**config.mk**
```make
export PLATFORM = sky130hd
export DESIGN_NAME = euclidean_rhythm_generator_unit
export DESIGN_NICKNAME = d
export VERILOG_FILES = /design/src/sv/erg_pkg.sv /design/src/sv/erg_dp.sv /design/src/sv/erg_ctrl.sv /design/src/sv/euclidean_rhythm_generator_unit.sv
export SDC_FILE = /design/constraint.sdc
export NUM_CORES = 1
export LEC_CHECK = 0
export BUFFER_PORTS_ARGS = -buffer_cell sky130_fd_sc_hd__buf_2
export CORE_UTILIZATION = 42
export CTS_CLUSTER_DIAMETER = 80
export DETAILED_ROUTE_END_ITERATION = 6
export SLEW_MARGIN = 20
export SYNTH_ARGS = -nofsm -noshare
export SYNTH_HDL_FRONTEND = slang
export SYNTH_SLANG_ARGS = --single-unit
```
**constraint.sdc**
```tcl
create_clock -name clk -period 5 [get_ports clk]
set_input_delay 0.25 -clock clk [delete_from_list [all_inputs] [get_ports clk]]
set_output_delay 0.25 -clock clk [all_outputs]
set_load 0.01 [all_outputs]
```
**src/sv/erg_pkg.sv**
```systemverilog
package erg_pkg;

	// Largest supported step count and the widths that follow from it.
	localparam int MAX_STEPS = 16;
	localparam int PW        = 16;
	localparam int FW        = 4;
	localparam int CW        = $clog2(MAX_STEPS + 1);

	// Commands from the controller to the datapath; at most one is high per cycle.
	typedef struct packed {
		logic load;
		logic qstep;
		logic fstep;
		logic app_a;
		logic advance;
		logic mask;
		logic rot_load;
		logic rot_step;
		logic capture;
	} erg_cmd_t;

	// Status from the datapath back to the controller.
	typedef struct packed {
		logic d_ge_r;
		logic d_zero;
		logic r_zero;
		logic chain_more;
		logic pat_zero;
		logic pat_lsb;
		logic ctr_zero;
	} erg_sts_t;

endpackage

```
**src/sv/erg_dp.sv**
```systemverilog
module erg_dp import erg_pkg::*; (
	input  logic           clk,
	input  erg_cmd_t       cmd,
	output erg_sts_t       sts,
	input  logic [FW-1:0]  steps_minus_one,
	input  logic [FW-1:0]  pulses_minus_one,
	input  logic [FW-1:0]  rotation,
	output logic [PW-1:0]  step_pattern
);

	// Remainder chain: divisor, current remainder and level.
	logic [CW-1:0] len_q, div_q, rem_q, lvl_q, ctr_q;
	logic [FW-1:0] rot_q;
	// Strings of the two previous levels (A older, B newer) and the one being built.
	logic [PW-1:0] a_pat_q, b_pat_q, c_pat_q, pat_q, out_q;
	logic [CW-1:0] a_len_q, b_len_q, c_len_q;

	logic [CW-1:0] len_in, dens_in;
	logic [PW-1:0] src_pat, app_pat, len_mask, pat_rot1;
	logic [CW-1:0] src_len, app_len;
	logic [CW:0]   len_sum;

	// Step and pulse counts, each clamped.
	always_comb begin
		len_in = CW'(steps_minus_one) + CW'(1);
		if (len_in > CW'(MAX_STEPS)) begin
			len_in = CW'(MAX_STEPS);
		end
		dens_in = CW'(pulses_minus_one) + CW'(1);
		if (dens_in > len_in) begin
			dens_in = len_in;
		end
	end

	// Append A or B to the string under construction; the length saturates at the width.
	always_comb begin
		src_pat = cmd.app_a ? a_pat_q : b_pat_q;
		src_len = cmd.app_a ? a_len_q : b_len_q;
		app_pat = c_pat_q | (src_pat << c_len_q);
		len_sum = {1'b0, c_len_q} + {1'b0, src_len};
		app_len = (len_sum > (CW + 1)'(PW)) ? CW'(PW) : len_sum[CW-1:0];
	end

	// Rotation up by one step within the step count.
	assign len_mask = ~({PW{1'b1}} << len_q);
	assign pat_rot1 = ((pat_q << 1) | (pat_q >> CW'(len_q - CW'(1)))) & len_mask;

	// Status for the controller.
	assign sts.d_ge_r     = (div_q >= rem_q);
	assign sts.d_zero     = (div_q == '0);
	assign sts.r_zero     = (rem_q == '0);
	assign sts.chain_more = (rem_q > CW'(1)) && (lvl_q < CW'(MAX_STEPS));
	assign sts.pat_zero   = (pat_q == '0);
	assign sts.pat_lsb    = pat_q[0];
	assign sts.ctr_zero   = (ctr_q == '0);

	// Datapath registers, updated by whichever single command is high.
	always_ff @(posedge clk) begin
		if (cmd.load) begin
			len_q   <= len_in;
			rot_q   <= rotation;
			div_q   <= len_in - dens_in;
			rem_q   <= dens_in;
			lvl_q   <= '0;
			a_pat_q <= PW'(1);
			a_len_q <= CW'(1);
			b_pat_q <= '0;
			b_len_q <= CW'(1);
			c_pat_q <= '0;
			c_len_q <= '0;
		end else if (cmd.qstep) begin
			div_q   <= div_q - rem_q;
			c_pat_q <= app_pat;
			c_len_q <= app_len;
		end else if (cmd.fstep) begin
			div_q   <= div_q - CW'(1);
			c_pat_q <= app_pat;
			c_len_q <= app_len;
		end else if (cmd.app_a) begin
			c_pat_q <= app_pat;
			c_len_q <= app_len;
		end else if (cmd.advance) begin
			a_pat_q <= b_pat_q;
			a_len_q <= b_len_q;
			b_pat_q <= c_pat_q;
			b_len_q <= c_len_q;
			c_pat_q <= '0;
			c_len_q <= '0;
			div_q   <= rem_q;
			rem_q   <= div_q;
			lvl_q   <= lvl_q + CW'(1);
		end else if (cmd.mask) begin
			pat_q <= c_pat_q & len_mask;
			ctr_q <= len_q;
		end else if (cmd.rot_load) begin
			ctr_q <= CW'(rot_q);
		end else if (cmd.rot_step) begin
			pat_q <= pat_rot1;
			ctr_q <= ctr_q - CW'(1);
		end else if (cmd.capture) begin
			out_q <= pat_q;
		end
	end

	assign step_pattern = out_q;

endmodule

```
**src/sv/erg_ctrl.sv**
```systemverilog
module erg_ctrl import erg_pkg::*; (
	input  logic     clk,
	input  logic     arst_n,
	input  logic     item_valid,
	output logic     item_ready,
	output logic     result_valid,
	input  logic     result_ready,
	input  erg_sts_t sts,
	output erg_cmd_t cmd
);

	typedef enum logic [3:0] {
		S_IDLE,
		S_QUOT,
		S_ADV,
		S_CHK,
		S_FIN,
		S_MASK,
		S_NORM,
		S_ROT,
		S_DONE
	} state_t;

	state_t state_q, state_d;
	logic   result_valid_q;
	logic   out_free;

	// The output register can take a new word when empty or being emptied.
	assign out_free = !result_valid_q || result_ready;

	// Next state and datapath commands.
	always_comb begin
		state_d = state_q;
		cmd     = '0;
		unique case (state_q)
			S_IDLE: begin
				if (item_valid) begin
					cmd.load = 1'b1;
					state_d  = S_QUOT;
				end
			end
			S_QUOT: begin
				if (sts.d_ge_r) begin
					cmd.qstep = 1'b1;
				end else begin
					cmd.app_a = 1'b1;
					state_d   = S_ADV;
				end
			end
			S_ADV: begin
				cmd.advance = 1'b1;
				state_d     = S_CHK;
			end
			S_CHK: begin
				state_d = sts.chain_more ? S_QUOT : S_FIN;
			end
			S_FIN: begin
				if (!sts.d_zero) begin
					cmd.fstep = 1'b1;
				end else begin
					cmd.app_a = !sts.r_zero;
					state_d   = S_MASK;
				end
			end
			S_MASK: begin
				cmd.mask = 1'b1;
				state_d  = S_NORM;
			end
			S_NORM: begin
				if (!sts.ctr_zero && !sts.pat_lsb && !sts.pat_zero) begin
					cmd.rot_step = 1'b1;
				end else begin
					cmd.rot_load = 1'b1;
					state_d      = S_ROT;
				end
			end
			S_ROT: begin
				if (!sts.ctr_zero) begin
					cmd.rot_step = 1'b1;
				end else begin
					state_d = S_DONE;
				end
			end
			S_DONE: begin
				if (out_free) begin
					cmd.capture = 1'b1;
					state_d     = S_IDLE;
				end
			end
			default: begin
				state_d = S_IDLE;
			end
		endcase
	end

	// State and output valid flag.
	always_ff @(posedge clk or negedge arst_n) begin
		if (!arst_n) begin
			state_q        <= S_IDLE;
			result_valid_q <= 1'b0;
		end else begin
			state_q <= state_d;
			if (state_q == S_DONE && out_free) begin
				result_valid_q <= 1'b1;
			end else if (result_ready) begin
				result_valid_q <= 1'b0;
			end
		end
	end

	assign item_ready   = (state_q == S_IDLE);
	assign result_valid = result_valid_q;

endmodule

```
**src/sv/euclidean_rhythm_generator_unit.sv**
```systemverilog
// Sequence per word: load, then per chain level the quotient steps, the append of A and the
// advance; then the final repeat steps, the mask, the normalizing shifts (fewer than the step
// count), the rotation load and the rotation shifts, and last the capture into the result word.
// A new word is taken only in the idle state after the capture, so no word is taken before the
// last one is through; a new word is taken while a finished result word waits.
// Reset clears the controller and valid flag.
module euclidean_rhythm_generator_unit import erg_pkg::*; (
	input  logic          clk,
	input  logic          arst_n,
	input  logic          item_valid,
	output logic          item_ready,
	input  logic [FW-1:0] steps_minus_one,
	input  logic [FW-1:0] pulses_minus_one,
	input  logic [FW-1:0] rotation,
	output logic          result_valid,
	input  logic          result_ready,
	output logic [PW-1:0] step_pattern
);

	erg_cmd_t cmd;
	erg_sts_t sts;

	// Sequencer for the remainder chain, normalization and rotation.
	erg_ctrl u_ctrl (
		.clk          (clk),
		.arst_n       (arst_n),
		.item_valid   (item_valid),
		.item_ready   (item_ready),
		.result_valid (result_valid),
		.result_ready (result_ready),
		.sts          (sts),
		.cmd          (cmd)
	);

	// Chain arithmetic, pattern strings and output register.
	erg_dp u_dp (
		.clk              (clk),
		.cmd              (cmd),
		.sts              (sts),
		.steps_minus_one  (steps_minus_one),
		.pulses_minus_one (pulses_minus_one),
		.rotation         (rotation),
		.step_pattern     (step_pattern)
	);

endmodule

```
Yosys cells after proc, flatten, opt, wreduce, memory -nomap -nowiden
Index checks and enable logic that the tools add are counted.
Widths: inputs -> output; s select.
{ "totals": {"register_bits": 129, "in_bits": 16, "out_inout_bits": 18, "word_cells": 151} }
{ "op_classes": {"n_addsub": 9, "order_cmp": 6, "n_eq_ne": 19, "shifts": 3, "n_mux": 57, "bitwise_logic": 13, "n_reduce_logical": 28} }
{ "op_table": {"columns": ["operator", "count"], "rows": [
  ["$mux 16", 8],
  ["$mux 5", 21],
  ["$pmux 4 s9", 1],
  ["$and 16x16->16", 2],
  ["$or 16x16->16", 2],
  ["$mux 4", 6],
  ["$mux 1", 18],
  ["$eq 4x3->1 const B", 4],
  ["$logic_not 16->1", 1],
  ["$not 16->16", 1],
  ["$shl 16x5->16", 1],
  ["$shl 16x5->16 const A", 1],
  ["$shr 16x5->16", 1],
  ["$logic_not 5->1", 3],
  ["$sub 5x1->5 const B", 3],
  ["$ne 2x1->1 const B", 6],
  ["$reduce_and 6->1", 2],
  ["$add 4x1->5 const B", 2],
  ["$sub 5x5->5", 2],
  ["$reduce_and 9->1", 1],
  ["$eq 4x2->1 const B", 2],
  ["$ne 2x2->1 const B", 4],
  ["$not 1->1", 8],
  ["$reduce_and 4->1", 2],
  ["other kinds (22)", 33]
]} }

Logic depth before layout (Yosys ltp)
Gate-level depths: netlist (run 1).
{ "depth": {"depth_word": 11, "ltp_mapped": 19} }

By module
From an unflattened synthesis (run 1), not the netlist that was laid out.
{ "unflattened": {"hier_cells": 833, "hier_area_um2": 7967.6} }
{ "by_module_without_submodules": {"columns": ["mod", "instances", "cells_per_inst", "area_per_inst_um2"], "rows": [
  ["erg_dp", 1, 783, 7541.0],
  ["erg_ctrl", 1, 50, 426.7]
]} }

Least setup slack after synthesis (run 1)
No wires, ideal clock.
{ "synth_timing": {"path_type": "reg-to-reg", "start": "register u_dp.div_q[2]", "end": "register u_dp.c_len_q[2]", "setup_ns": 0.117, "arrival_ns": 3.709, "slack_ns": 1.174, "path_stages_with_launch": 19, "n_path_buf": 2, "path_cell_list": "edfxtp_1 -> ha_1 -> nand2_1 -> o21ai_0 -> o21ai_2 -> nor2_4 -> buf_6 -> buf_4 -> mux2_2 -> ha_1 -> inv_1 -> fa_1 -> inv_1 -> a21o_1 -> a21oi_1 -> xor2_1 -> o21ai_0 -> nor2_1 -> a22o_1"} }
{ "synth_between": {"elab_chain_len": 10} }
{ "synth_rtl": {"columns": ["item", "line_no", "text"], "rows": [
  ["start: declaration", "erg_dp.sv:12", "logic [CW-1:0] len_q, div_q, rem_q, lvl_q, ctr_q;"],
  ["start signal: assignment", "erg_dp.sv:62", "div_q <= len_in - dens_in;"],
  ["start signal: assignment", "erg_dp.sv:72", "div_q <= div_q - rem_q;"],
  ["start signal: assignment", "erg_dp.sv:76", "div_q <= div_q - CW'(1);"],
  ["$ge 5x5->1 or $logic_not 5->1 (tied branches)", "erg_dp.sv:49, erg_dp.sv:50", null],
  ["$mux 1 (on tied branches)", "erg_ctrl.sv:43, erg_ctrl.sv:58", null],
  ["$pmux 1 s2", "erg_ctrl.sv:35", "unique case (state_q)"],
  ["$mux 5", "erg_dp.sv:38", "src_len = cmd.app_a ? a_len_q : b_len_q;"],
  ["$add 5x5->6", "erg_dp.sv:40", "len_sum = {1'b0, c_len_q} + {1'b0, src_len};"],
  ["$gt 6x5->1", "erg_dp.sv:41", "app_len = (len_sum > (CW + 1)'(PW)) ? CW'(PW) : len_sum[CW-1:0];"],
  ["$mux 5", "erg_dp.sv:41", null],
  ["$mux 5", "erg_dp.sv:79", "end else if (cmd.app_a) begin"],
  ["$mux 5", "erg_dp.sv:75", "end else if (cmd.fstep) begin"],
  ["$mux 5", "erg_dp.sv:71", "end else if (cmd.qstep) begin"],
  ["end signal: assignment", "erg_dp.sv:74", "c_len_q <= app_len;"],
  ["end signal: assignment", "erg_dp.sv:78", "c_len_q <= app_len;"],
  ["end signal: assignment", "erg_dp.sv:81", "c_len_q <= app_len;"],
  ["end: declaration", "erg_dp.sv:16", "logic [CW-1:0] a_len_q, b_len_q, c_len_q;"]
]} }
Several ways; a longest one is shown, not always the timed one.
A chain may end at the register's enable or synchronous reset.

Worst setup path in the final report (run 1)
{ "layout_timing": {"start": "register u_dp.div_q[2]", "end": "register u_dp.c_len_q[3]"} }
Same word-level chain as after synthesis.

==> qor.txt, run 1 <==
run status = finished clean
average size of a mapped cell = 9.571 um2
starting density of the core = 0.4361
height of the die = 136.9 um
CTS Buf Count = 17
Post-synth ARST share = 0.03876
cell type group with the largest total delay on the critical path = compound AO/OA/AOI/OAI gates
post-DR wirelength/cell = 17.98 um
setup_tns = 0 ns
highest achievable clock rate = 258.2 MHz
worst-path cell chain = ha_1 > nand2_1 > o21ai_0 > o21ai_2 > nor2_4 > buf_4 > mux2_2 > ha_1 > xnor2_1 > nor4b_1 > o21ai_0 > nor2_1 > a22o_1
standard cell with the maximum stage delay on the critical path = edfxtp_1
post-place instance area = 7974 um2
Total GRT Usage = 0.2142
share of post-route cells with drive strength above 1 = 0.1343
number of gates resized after cts = 0
number of antenna violations at the first check in global routing = 0
transition time at the pin with the least slew margin = 0.8144 ns
routability congestion estimate = 0.9286
number of pins exceeding their max-slew limit in the final report = 0
end point of the worst hold path = u_ctrl.result_valid$_DFFE_PN0P_
TritonCTS sink count = 129
number of antenna diodes = 0
CTS Root Cell = clkbuf_16
highest net fanout along the worst path = 22
final routed DRC violation total = 0
Pleak = 3.431 nW
Worst Setup Start Kind = flip-flop
#FFs+latches synth = 129
Max Cap Violations = 0
DRT Wirelength = 19.05 mm
Max VDD drop = 0.2729 mV
power per cell area = 690.8 nW/um2
gate count after technology mapping = 799
minimum clock period after layout = 3.874 ns
overall power of the completed layout = 5.987 mW
post-detail-place hpwl = 13.70 mm
final setup violation count = 0
worst skew pair latency = 0.42 ns
worst hold-check path type = primary input to flip-flop
path type of the worst setup path = flip-flop to flip-flop
required time worst endpoint = 5.30 ns
hold slack final = 0.1536 ns
multi-input gate area in the final layout = 4164 um2
Hold Path Origin = result_ready
portion of the clock cycle consumed by the worst path in the final layout = 0.7747
TritonCTS clock tree = built
Worst Path Buf+Inv = 1
count of different cell masters after synthesis = 67
number of placed I/O pins = 34
Max Buffers Root-to-Sink = 2
final design area excluding fillers = 8667 um2
clock-pin transition on the worst setup and hold timing paths = 0.06 ns
number of buffers inserted by port buffering = 33
number of global-route vias before repair = 5903
endpoint of the most critical register-to-register path = u_dp.c_len_q[3]$_SDFFE_PP0P_
Die Area = 18750 um2
final worst slack = 1.126 ns
Seq/Total Area, Yosys = 0.4143
sequential standard cell area = 3168 um2
main flop type after synthesis = dfxtp_1
worst setup skew after layout = 0.007298 ns
number of nets produced by synthesis = 847
H-tree levels = 4
first drt pass iteration count = 6
RSZ-0062 raised after global routing = no
Area growth syn-to-layout = 13.33%
pin count of the biggest net entering global routing = 57
data arrival time of the critical path = 4.18 ns
dpl cells = 1022
pre-CTS WS = 0.9847 ns
vias post-DR = 6199
worst slew margin relative to its limit = 0.4571
Slowest Stage Delay on Critical Path = 0.49 ns
total congestion overflow = 0
core area = 17540 um2
worst reg2reg startpoint = u_dp.div_q[2]$_DFFE_PP_
Die Span X = 136.9 um
final core utilization = 0.4942
Critical Path End Type = flip-flop
area of the mapped netlist = 7647 um2
Total Nets Final = 869
count of endpoints failing hold in the final timing report = 0
non-filler instance count after layout = 1059
flop-to-flop setup slack = 1.13 ns
Hold Path Depth = 3
Avg Vias per Cell = 5.854
YS warnings = 0
worst reg2reg path depth = 13
count of fill cells added during filler insertion = 1663
count of flip-flops with a built-in enable after synthesis = 56
Std-Cell Rows = 48
violation count after the first detailed-routing iteration = 563
global-route wire length before repair = 30.82 mm
Post-DRT Antenna Nets = 0
-- Yosys cell counts (3+ instances only) --
cell | instances | area share
buf_6 | 3 | 0.0044
o22ai_1 | 11 | 0.0090
nand2_1 | 143 | 0.070
mux4_2 | 18 | 0.053
ha_1 | 29 | 0.047
nand2b_1 | 5 | 0.0041
and3_1 | 3 | 0.0025
inv_1 | 30 | 0.015
a21oi_1 | 66 | 0.043
o221ai_1 | 5 | 0.0057
nor2b_1 | 7 | 0.0057
dfrtp_1 | 5 | 0.016
clkbuf_1 | 29 | 0.014
a21o_1 | 8 | 0.0079
o31ai_1 | 4 | 0.0039
xor2_1 | 11 | 0.013
nand3_1 | 10 | 0.0065
mux4_1 | 8 | 0.027
xnor2_1 | 13 | 0.015
o21ai_0 | 33 | 0.022
a22oi_1 | 8 | 0.0079
dfxtp_1 | 68 | 0.18
a211oi_1 | 3 | 0.0029
mux2i_1 | 40 | 0.052
buf_2 | 3 | 0.0020
nor4b_1 | 3 | 0.0034
nor3_1 | 26 | 0.017
buf_1 | 10 | 0.0049
a22o_1 | 5 | 0.0057
nor4_1 | 8 | 0.0065
edfxtp_1 | 56 | 0.22
o211ai_1 | 4 | 0.0039
a31oi_1 | 4 | 0.0033
nand4_1 | 3 | 0.0025
nor2_1 | 58 | 0.028
mux2_2 | 10 | 0.015
a211o_1 | 3 | 0.0034
and2_1 | 6 | 0.0049
fa_1 | 3 | 0.0079
-- power by group --
part	total [mW]	switching, mW	internal, mW
combinational	2.49	1.41	1.08
sequential	2.15	0.505	1.64
clock	1.35	0.468	0.883
total	5.99	2.39	3.60
-- worst min-delay path, delay by kind of cell --
family,cells,cell delay (ns)
buffers and inverters,1,0.08
AND/OR/NAND/NOR,2,0.19
-- registers in the layout, indices dropped and copies added, names as in the netlist, 16 cells and up --
register           cells
u_dp.a_pat_q          16
u_dp.pat_q            16
u_dp.step_pattern     16
u_dp.c_pat_q          16
u_dp.b_pat_q          16
-- logic make-up after synthesis --
kind of cell               count (synthesis)  synth area share
buffers and inverters                     76           0.04123
and+or+nand+nor                          285            0.1675
muxes                                     76            0.1476
AOI/OAI and AO/OA                        177            0.1466
xor gates and xnor gates                  24           0.02749
DFF                                      129            0.4143
adders and majority gates                 32           0.05530
-- how the worst max path moves through the flow --
| stage | slack, ns | end | cells past startpoint | startpoint |
|---|---|---|---|---|
| 2_1_floorplan | 1.17 | u_dp.c_len_q[2]$_SDFFE_PP0P_ | 18 | u_dp.div_q[2]$_DFFE_PP_ |
| 5_1_grt | 0.83 | u_dp.c_len_q[3]$_SDFFE_PP0P_ | 13 | u_dp.div_q[2]$_DFFE_PP_ |
| 4_1_cts | 1.16 | u_dp.c_len_q[3]$_SDFFE_PP0P_ | 13 | u_dp.div_q[2]$_DFFE_PP_ |
| 3_5_place_dp | 0.98 | u_dp.div_q[4]$_DFFE_PP_ | 18 | steps_minus_one[0] |
| 6_report | 1.13 | u_dp.c_len_q[3]$_SDFFE_PP0P_ | 13 | u_dp.div_q[2]$_DFFE_PP_ |
| 3_3_place_gp | 1.20 | u_dp.div_q[4]$_DFFE_PP_ | 18 | steps_minus_one[0] |
-- final cells by class --
class,count,share of cell area
Clock buffer,18,0.04952
Sequential cell,129,0.3655
Timing Repair Buffer,49,0.03436
Tap cell,225,0.03248
Inverter,30,0.01299
Clock inverter,14,0.02469
Multi-Input combinational cell,594,0.4804
-- layer usage --
| metal | up-vias | GRT usage | share of wire |
|---|---|---|---|
| met2 | 166 | 0.3443 | 0.47 |
| met3 | 32 | 0.03815 | 0.038 |
| met5 | - | 0 | 0 |
| li1 | 2970 | - | - |
| met4 | 0 | 0.07875 | 0.019 |
| met1 | 3031 | 0.2870 | 0.47 |
-- placed cells by master, fill, tap and decap left out, types with 10 or more instances in the layout --
| master | instances |
|---|---|
| nand2_1 | 143 |
| dfxtp_1 | 68 |
| a21oi_1 | 66 |
| nor2_1 | 58 |
| edfxtp_1 | 56 |
| mux2i_1 | 40 |
| o21ai_0 | 33 |
| buf_2 | 33 |
| inv_1 | 29 |
| ha_1 | 29 |
| nor3_1 | 26 |
| mux4_2 | 18 |
| clkbuf_16 | 17 |
| xnor2_1 | 13 |
| xor2_1 | 11 |
| o22ai_1 | 11 |
| buf_4 | 11 |
| nand3_1 | 10 |
| mux2_2 | 10 |
-- what timing repair did --
item | CTS | global route
hold endpoints to repair | 9 | 0
hold buffers | 5 | 0
buffers inserted | 0 | 0
Power figures use the tool's default switching activity.
==> run 2, diff against run 1 <==
Settings changed: ABC_AREA set to 1.
Clock period 5 ns to 3.3 ns, I/O delays scaled along.
==> qor.txt, run 2 <==
run status = finished clean
flop-to-flop setup slack = 0.28 ns (-0.84 ns)
Post-DRT Antenna Nets = 0 (unchanged)
pre-CTS WS = -0.1652 ns (-1.150 ns)
Post-synth ARST share = 0.03876 (unchanged)
number of pins exceeding their max-slew limit in the final report = 0 (unchanged)
endpoint of the most critical register-to-register path = u_dp.c_len_q[0]$_SDFFE_PP0P_
most frequently used cell type in the post-synthesis netlist = nand2_1
multi-input gate area in the final layout = 3881 um2 (-6.8%)
highest net fanout along the worst path = 8 (-64%)
TritonCTS sink count = 129 (unchanged)
average size of a mapped cell = 7.570 um2 (-21%)
core area = 17480 um2 (-0.34%)
routability congestion estimate = 0.9129 (-1.7%)
number of buffers inserted by port buffering = 33 (unchanged)
starting density of the core = 0.4331 (-0.002940)
transition time at the pin with the least slew margin = 0.6639 ns (-0.1505 ns)
Std-Cell Rows = 48 (unchanged)
highest achievable clock rate = 331.3 MHz (+28%)
worst slew margin relative to its limit = 0.5518 (+0.09470)
hold slack final = 0.09192 ns (-0.06171 ns)
most common cell type on the critical path = nand2_1
vias post-DR = 6855 (+11%)
required time worst endpoint = 3.60 ns (-1.70 ns)
violation count after the first detailed-routing iteration = 539 (-4.3%)
sequential standard cell area = 3168 um2 (unchanged)
DRT Wirelength = 19.47 mm (+2.2%)
number of antenna diodes = 0 (unchanged)
data arrival time of the critical path = 3.32 ns (-0.86 ns)
area of the mapped netlist = 7570 um2 (-1.0%)
number of global-route vias before repair = 6429 (+8.9%)
count of fill cells added during filler insertion = 1696 (+2.0%)
number of nets produced by synthesis = 1048 (+24%)
#FFs+latches synth = 129 (unchanged)
worst reg2reg startpoint = u_dp.rem_q[1]$_DFFE_PP_
gate count after technology mapping = 1000 (+25%)
Area growth syn-to-layout = 16.08%
Total Nets Final = 1098 (+26%)
Slowest Stage Delay on Critical Path = 0.42 ns (-0.07 ns)
Total GRT Usage = 0.2229 (+0.008689)
final setup violation count = 0 (unchanged)
CTS Root Cell = clkbuf_16
power per cell area = 1039 nW/um2 (+50%)
leading cell types in the layout, fill and taps excluded = nand2_1 (227), o21ai_0 (111), nand3_1 (111)
height of the die = 136.3 um (-0.50%)
most area-consuming cells after synthesis = edfxtp_1 (22%), dfxtp_1 (18%), nand2_1 (11%), o21ai_0 (7.4%), nand3_1 (7.3%)
Worst Setup Start Kind = flip-flop
post-synth top area share = 0.2221 (+0.002253)
Seq/Total Area, Yosys = 0.4185 (+0.004245)
launching instance or port of the critical path = u_dp.rem_q[1]$_DFFE_PP_
standard cell with the maximum stage delay on the critical path = fa_1
Max Cap Violations = 0 (unchanged)
pin count of the biggest net entering global routing = 57 (unchanged)
number of antenna violations at the first check in global routing = 0 (unchanged)
total congestion overflow = 0 (unchanged)
non-filler instance count after layout = 1288 (+22%)
share of post-route cells with drive strength above 1 = 0.1214 (-0.01294)
Die Area = 18560 um2 (-1.0%)
worst setup skew after layout = 0.004771 ns (-0.002527 ns)
worst hold-check path type = primary input to asynchronous set/reset pin
minimum clock period after layout = 3.018 ns (-0.8553 ns)
Max Buffers Root-to-Sink = 2 (unchanged)
path type of the worst setup path = flip-flop to flip-flop
YS warnings = 0 (unchanged)
most common library cell in the layout ignoring fill and taps = nand2_1
worst skew pair latency = 0.42 ns (about the same)
main flop type after synthesis = dfxtp_1
Yosys top cell by area = edfxtp_1
Avg Vias per Cell = 5.322 (-9.1%)
Max VDD drop = 0.4706 mV (+72%)
Die Span X = 136.3 um (-0.50%)
dpl cells = 1250 (+22%)
clock-pin transition on the worst setup and hold timing paths = 0.06 ns (about the same)
global-route wire length before repair = 32.04 mm (+4.0%)
worst reg2reg path depth = 18 (+5)
number of placed I/O pins = 34 (unchanged)
TritonCTS clock tree = built
CTS Buf Count = 17 (unchanged)
Setup Fix Bufs, Post-CTS = 0 (unchanged)
post-detail-place hpwl = 14.13 mm (+3.1%)
final routed DRC violation total = 0 (unchanged)
H-tree levels = 4 (unchanged)
final worst slack = 0.2816 ns (-0.8447 ns)
count of different cell masters after synthesis = 51 (-24%)
worst-path cell chain = inv_1 > ha_1 > nand2_1 > nand2_1 > nand3_1 > nand3_4 > nand2_4 > inv_2 > nand2_1 > nand2_1 > ha_1 > inv_1 > fa_1 > o21ai_0 > xor2_1 > a21oi_2 > nand2_1 > o22ai_1
Critical Path End Type = flip-flop
first drt pass iteration count = 5 (-1)
portion of the clock cycle consumed by the worst path in the final layout = 0.9147 (+0.1399)
count of endpoints failing hold in the final timing report = 0 (unchanged)
Pleak = 3.909 nW (+14%)
post-DR wirelength/cell = 15.11 um (-16%)
count of flip-flops with a built-in enable after synthesis = 56 (unchanged)
commonest cells in the netlist = nand2_1 (227), o21ai_0 (112), nand3_1 (111)
## run 2: what timing repair did
item,CTS,global route
endpoints found under the hold margin,10,0
endpoints found under the setup margin,0,5
hold buffers,6,0
gates resized for setup,0,7
## run 2: cell type report
cell class,instances,area share
clock buffers,20,0.05197
inverters,99,0.04229
flip-flops and latches,129,0.3605
well taps,225,0.03204
multi-input cells,732,0.4417
repair buffers,71,0.05297
clock inverters,12,0.01851
## run 2: worst max-delay path by stage
stage	to	slack, ns	cells past startpoint
floorplan	u_dp.div_q[4]$_DFFE_PP_	0.04	24
global placement	u_dp.div_q[4]$_DFFE_PP_	-0.02	25
detailed placement	u_dp.div_q[4]$_DFFE_PP_	-0.17	25
CTS	u_dp.c_len_q[0]$_SDFFE_PP0P_	0.20	17
global route	u_dp.c_len_q[1]$_SDFFE_PP0P_	-0.03	19
finish	u_dp.c_len_q[0]$_SDFFE_PP0P_	0.28	18
## run 2: power by group
part / total [mW] / leakage (nW) / switching (mW) / internal (mW)
sequential: 2.74 / 1.15 / 0.414 / 2.32
clock: 1.98 / 0.301 / 0.686 / 1.29
combinational: 4.42 / 2.46 / 2.83 / 1.58
total: 9.13 / 3.91 / 3.93 / 5.20
## run 2: through the flow
stage | total power [mW] | util | setup TNS, ns | cell area, um2
after detailed placement | 7.119 | 0.4625 | -0.2404 | 8083
after CTS | 9.130 | 0.5014 | 0 | 8762
after global placement | 7.081 | 0.4625 | -0.01520 | 8083
after global routing | 9.918 | 0.5028 | -0.05853 | 8787
final | 9.131 | 0.5028 | 0 | 8787
after floorplan | 6.004 | - | 0 | 7570
## run 2: cell families after synthesis
group,count (synthesis),share of synthesized area
XOR/XNOR,17,0.02066
multiplexers,5,0.006612
adder cells (fa/ha/maj),32,0.05587
AO/OA/AOI/OAI,207,0.1555
flip-flops,129,0.4185
buffers and inverters,139,0.07207
AND/OR/NAND/NOR,471,0.2707
## run 2: worst max-delay path: cells and delay by family (launching register included)
family	cells	cell delay [ns]
flops	1	0.41
compound gates	3	0.39
fa+ha+maj	3	0.88
simple gates	8	0.68
xor+xnor	1	0.24
buf+inv	3	0.31
## run 2: per-layer routing
layer,vias up,share of wire,global-route usage
met5,-,0,0
met4,0,0.025,0.09630
met3,33,0.040,0.03468
met2,179,0.46,0.3582
met1,3147,0.47,0.2956
li1,3496,-,-
==> run 3, diff against run 2 <==
Settings changed: CTS_BUF_LIST set to sky130_fd_sc_hd__clkbuf_16, PLACE_DENSITY set to 0.67.
==> qor.txt, run 3 (synthesis results as in run 2) <==
run status = finished clean
post-DR wirelength/cell = 14.77 um (-2.3%)
clock-pin transition on the worst setup and hold timing paths = 0.06 ns (about the same)
number of placed I/O pins = 34 (unchanged)
height of the die = 136.3 um (unchanged)
routability congestion estimate = 0.9294 (+1.8%)
CTS Root Cell = clkbuf_16
Avg Vias per Cell = 5.397 (+1.4%)
number of buffers inserted by port buffering = 33 (unchanged)
dpl cells = 1249 (-0.080%)
post-detail-place hpwl = 13.71 mm (-3.0%)
starting density of the core = 0.4331 (unchanged)
DRT Wirelength = 19.02 mm (-2.3%)
overall power of the completed layout = 8.964 mW (-1.8%)
Max Cap Violations = 0 (unchanged)
Die Span X = 136.3 um (unchanged)
leading cell types in the layout, fill and taps excluded = nand2_1 (227), o21ai_0 (110), nand3_1 (110)
highest achievable clock rate = 332.1 MHz (+0.23%)
M3 GR Usage = 0.04176 (+0.007084)
Total Nets Final = 1098 (unchanged)
flop-to-flop setup slack = 0.29 ns (about the same)
minimum clock period after layout = 3.012 ns (-0.006781 ns)
worst setup skew after layout = 0.004571 ns (-0.0001997 ns)
required time worst endpoint = 3.64 ns (+0.04 ns)
final core utilization = 0.4999 (-0.002864)
Die Area = 18560 um2 (unchanged)
number of antenna diodes = 0 (unchanged)
non-filler instance count after layout = 1288 (unchanged)
number of antenna violations at the first check in global routing = 0 (unchanged)
number of global-route vias before repair = 6487 (+0.90%)
transition time at the pin with the least slew margin = 0.9612 ns (+0.2973 ns)
path type of the worst setup path = flip-flop to flip-flop
Critical Path End Type = flip-flop
worst hold-check path type = primary input to asynchronous set/reset pin
Area growth syn-to-layout = 15.42%
share of post-route cells with drive strength above 1 = 0.1204 (-0.0009407)
data arrival time of the critical path = 3.35 ns (+0.03 ns)
Total GRT Usage = 0.2202 (-0.002690)
count of endpoints failing hold in the final timing report = 0 (unchanged)
highest net fanout along the worst path = 9 (+1)
final setup violation count = 0 (unchanged)
met1 global-route usage = 0.2832 (-0.01243)
hold slack final = 0.08112 ns (-0.01080 ns)
most common library cell in the layout ignoring fill and taps = nand2_1
portion of the clock cycle consumed by the worst path in the final layout = 0.9126 (-0.002055)
Post-DRT Antenna Nets = 0 (unchanged)
Max Buffers Root-to-Sink = 2 (unchanged)
setup_tns = 0 ns (unchanged)
worst skew pair latency = 0.43 ns (about the same)
global-route wire length before repair = 31.75 mm (-0.88%)
number of pins exceeding their max-slew limit in the final report = 0 (unchanged)
Max VDD drop = 0.6625 mV (+41%)
CTS Buf Count = 17 (unchanged)
worst slew margin relative to its limit = 0.3577 (-0.1941)
power per cell area = 1026 nW/um2 (-1.3%)
met2 Resource Use GR = 0.3624 (+0.004230)
total congestion overflow = 0 (unchanged)
Pleak = 3.887 nW (-0.58%)
RSZ-0062 raised after global routing = no
TritonCTS clock tree = built
Worst Setup Start Kind = flip-flop
first drt pass iteration count = 5 (unchanged)
violation count after the first detailed-routing iteration = 604 (+12%)
GRT Max-Usage Layer = met2
count of fill cells added during filler insertion = 1716 (+1.2%)
H-tree levels = 4 (unchanged)
vias post-DR = 6951 (+1.4%)
TritonCTS sink count = 129 (unchanged)
core area = 17480 um2 (unchanged)
Std-Cell Rows = 48 (unchanged)
final routed DRC violation total = 0 (unchanged)
pin count of the biggest net entering global routing = 57 (unchanged)
run 3: changes by cell type in the layout (fill, tap and decap cells not counted), moves of 2 or more:
cell,delta
o21ai_1,+2
clkbuf_8,-2
inv_6,+2
bufinv_16,-3
clkbuf_16,+2
run 3: worst paths after layout:
check	cells past startpoint	start	endpoint
hold reg to reg	2	u_dp.a_pat_q[1]$_SDFFE_PP0P_	u_dp.a_pat_q[1]$_SDFFE_PP0P_
max in group asynchronous	2	arst_n	u_ctrl.state_q[2]$_DFFE_PN0P_
min in group clk	4	steps_minus_one[3]	u_dp.len_q[4]$_DFFE_PP_
setup reg to reg	17	u_dp.div_q[4]$_DFFE_PP_	u_dp.c_len_q[1]$_SDFFE_PP0P_
hold / removal	2	arst_n	u_ctrl.state_q[0]$_DFFE_PN0P_
setup / recovery	17	u_dp.div_q[4]$_DFFE_PP_	u_dp.c_len_q[1]$_SDFFE_PP0P_
run 3: area by class of cell:
cell class / count / area, um2 / area share
Clock buffer: 19 / 475.5 / 0.05442
Sequential cell: 129 / 3168 / 0.3626
Clock inverter: 13 / 105.1 / 0.01203
Timing Repair Buffer: 71 / 465.4 / 0.05327
Inverter: 99 / 371.6 / 0.04253
Tap cell: 225 / 281.5 / 0.03222
Multi-Input combinational cell: 732 / 3870 / 0.4429
run 3: timing repair:
action	in CTS	in global routing
endpoints found under the setup margin	0	6
gates resized for setup	0	7
hold endpoints to repair	10	0
buffers inserted	0	1
hold buffers	6	0
run 3: layer usage:
layer / wire [um] / part of all wire / vias to the layer above
met3: 915 / 0.048 / 31
met1: 8758 / 0.46 / 3210
met4: 408 / 0.021 / 0
met5: 0 / 0 / -
li1: - / - / 3507
met2: 8938 / 0.47 / 203
run 3: worst max-delay path, stage by stage (launching register included):
cell,delay [ns]
edfxtp_1,0.46
ha_1,0.37
nand2_1,0.08
nand2_1,0.06
nor2_2,0.17
nand3_4,0.11
nand2_4,0.14
nand2_1,0.06
nand2_1,0.08
ha_1,0.16
inv_1,0.06
fa_1,0.43
xnor2_1,0.16
nor2_1,0.11
nand3_1,0.09
a21oi_2,0.17
nand2_1,0.09
o22ai_1,0.13
run 3: metrics by stage:
step           worst slack [ns]  area [um2]
2_1_floorplan           0.04206        7570
3_3_place_gp           -0.01468        8075
3_5_place_dp            -0.1183        8075
4_1_cts                  0.2081        8716
5_1_grt                 0.02262        8737
6_report                 0.2884        8737
run 3: power breakdown:
| part | internal (mW) | switching (mW) | leakage (nW) | total (mW) |
|---|---|---|---|---|
| clock | 1.12 | 0.714 | 0.278 | 1.83 |
| combinational | 1.57 | 2.84 | 2.46 | 4.41 |
| sequential | 2.32 | 0.399 | 1.15 | 2.72 |
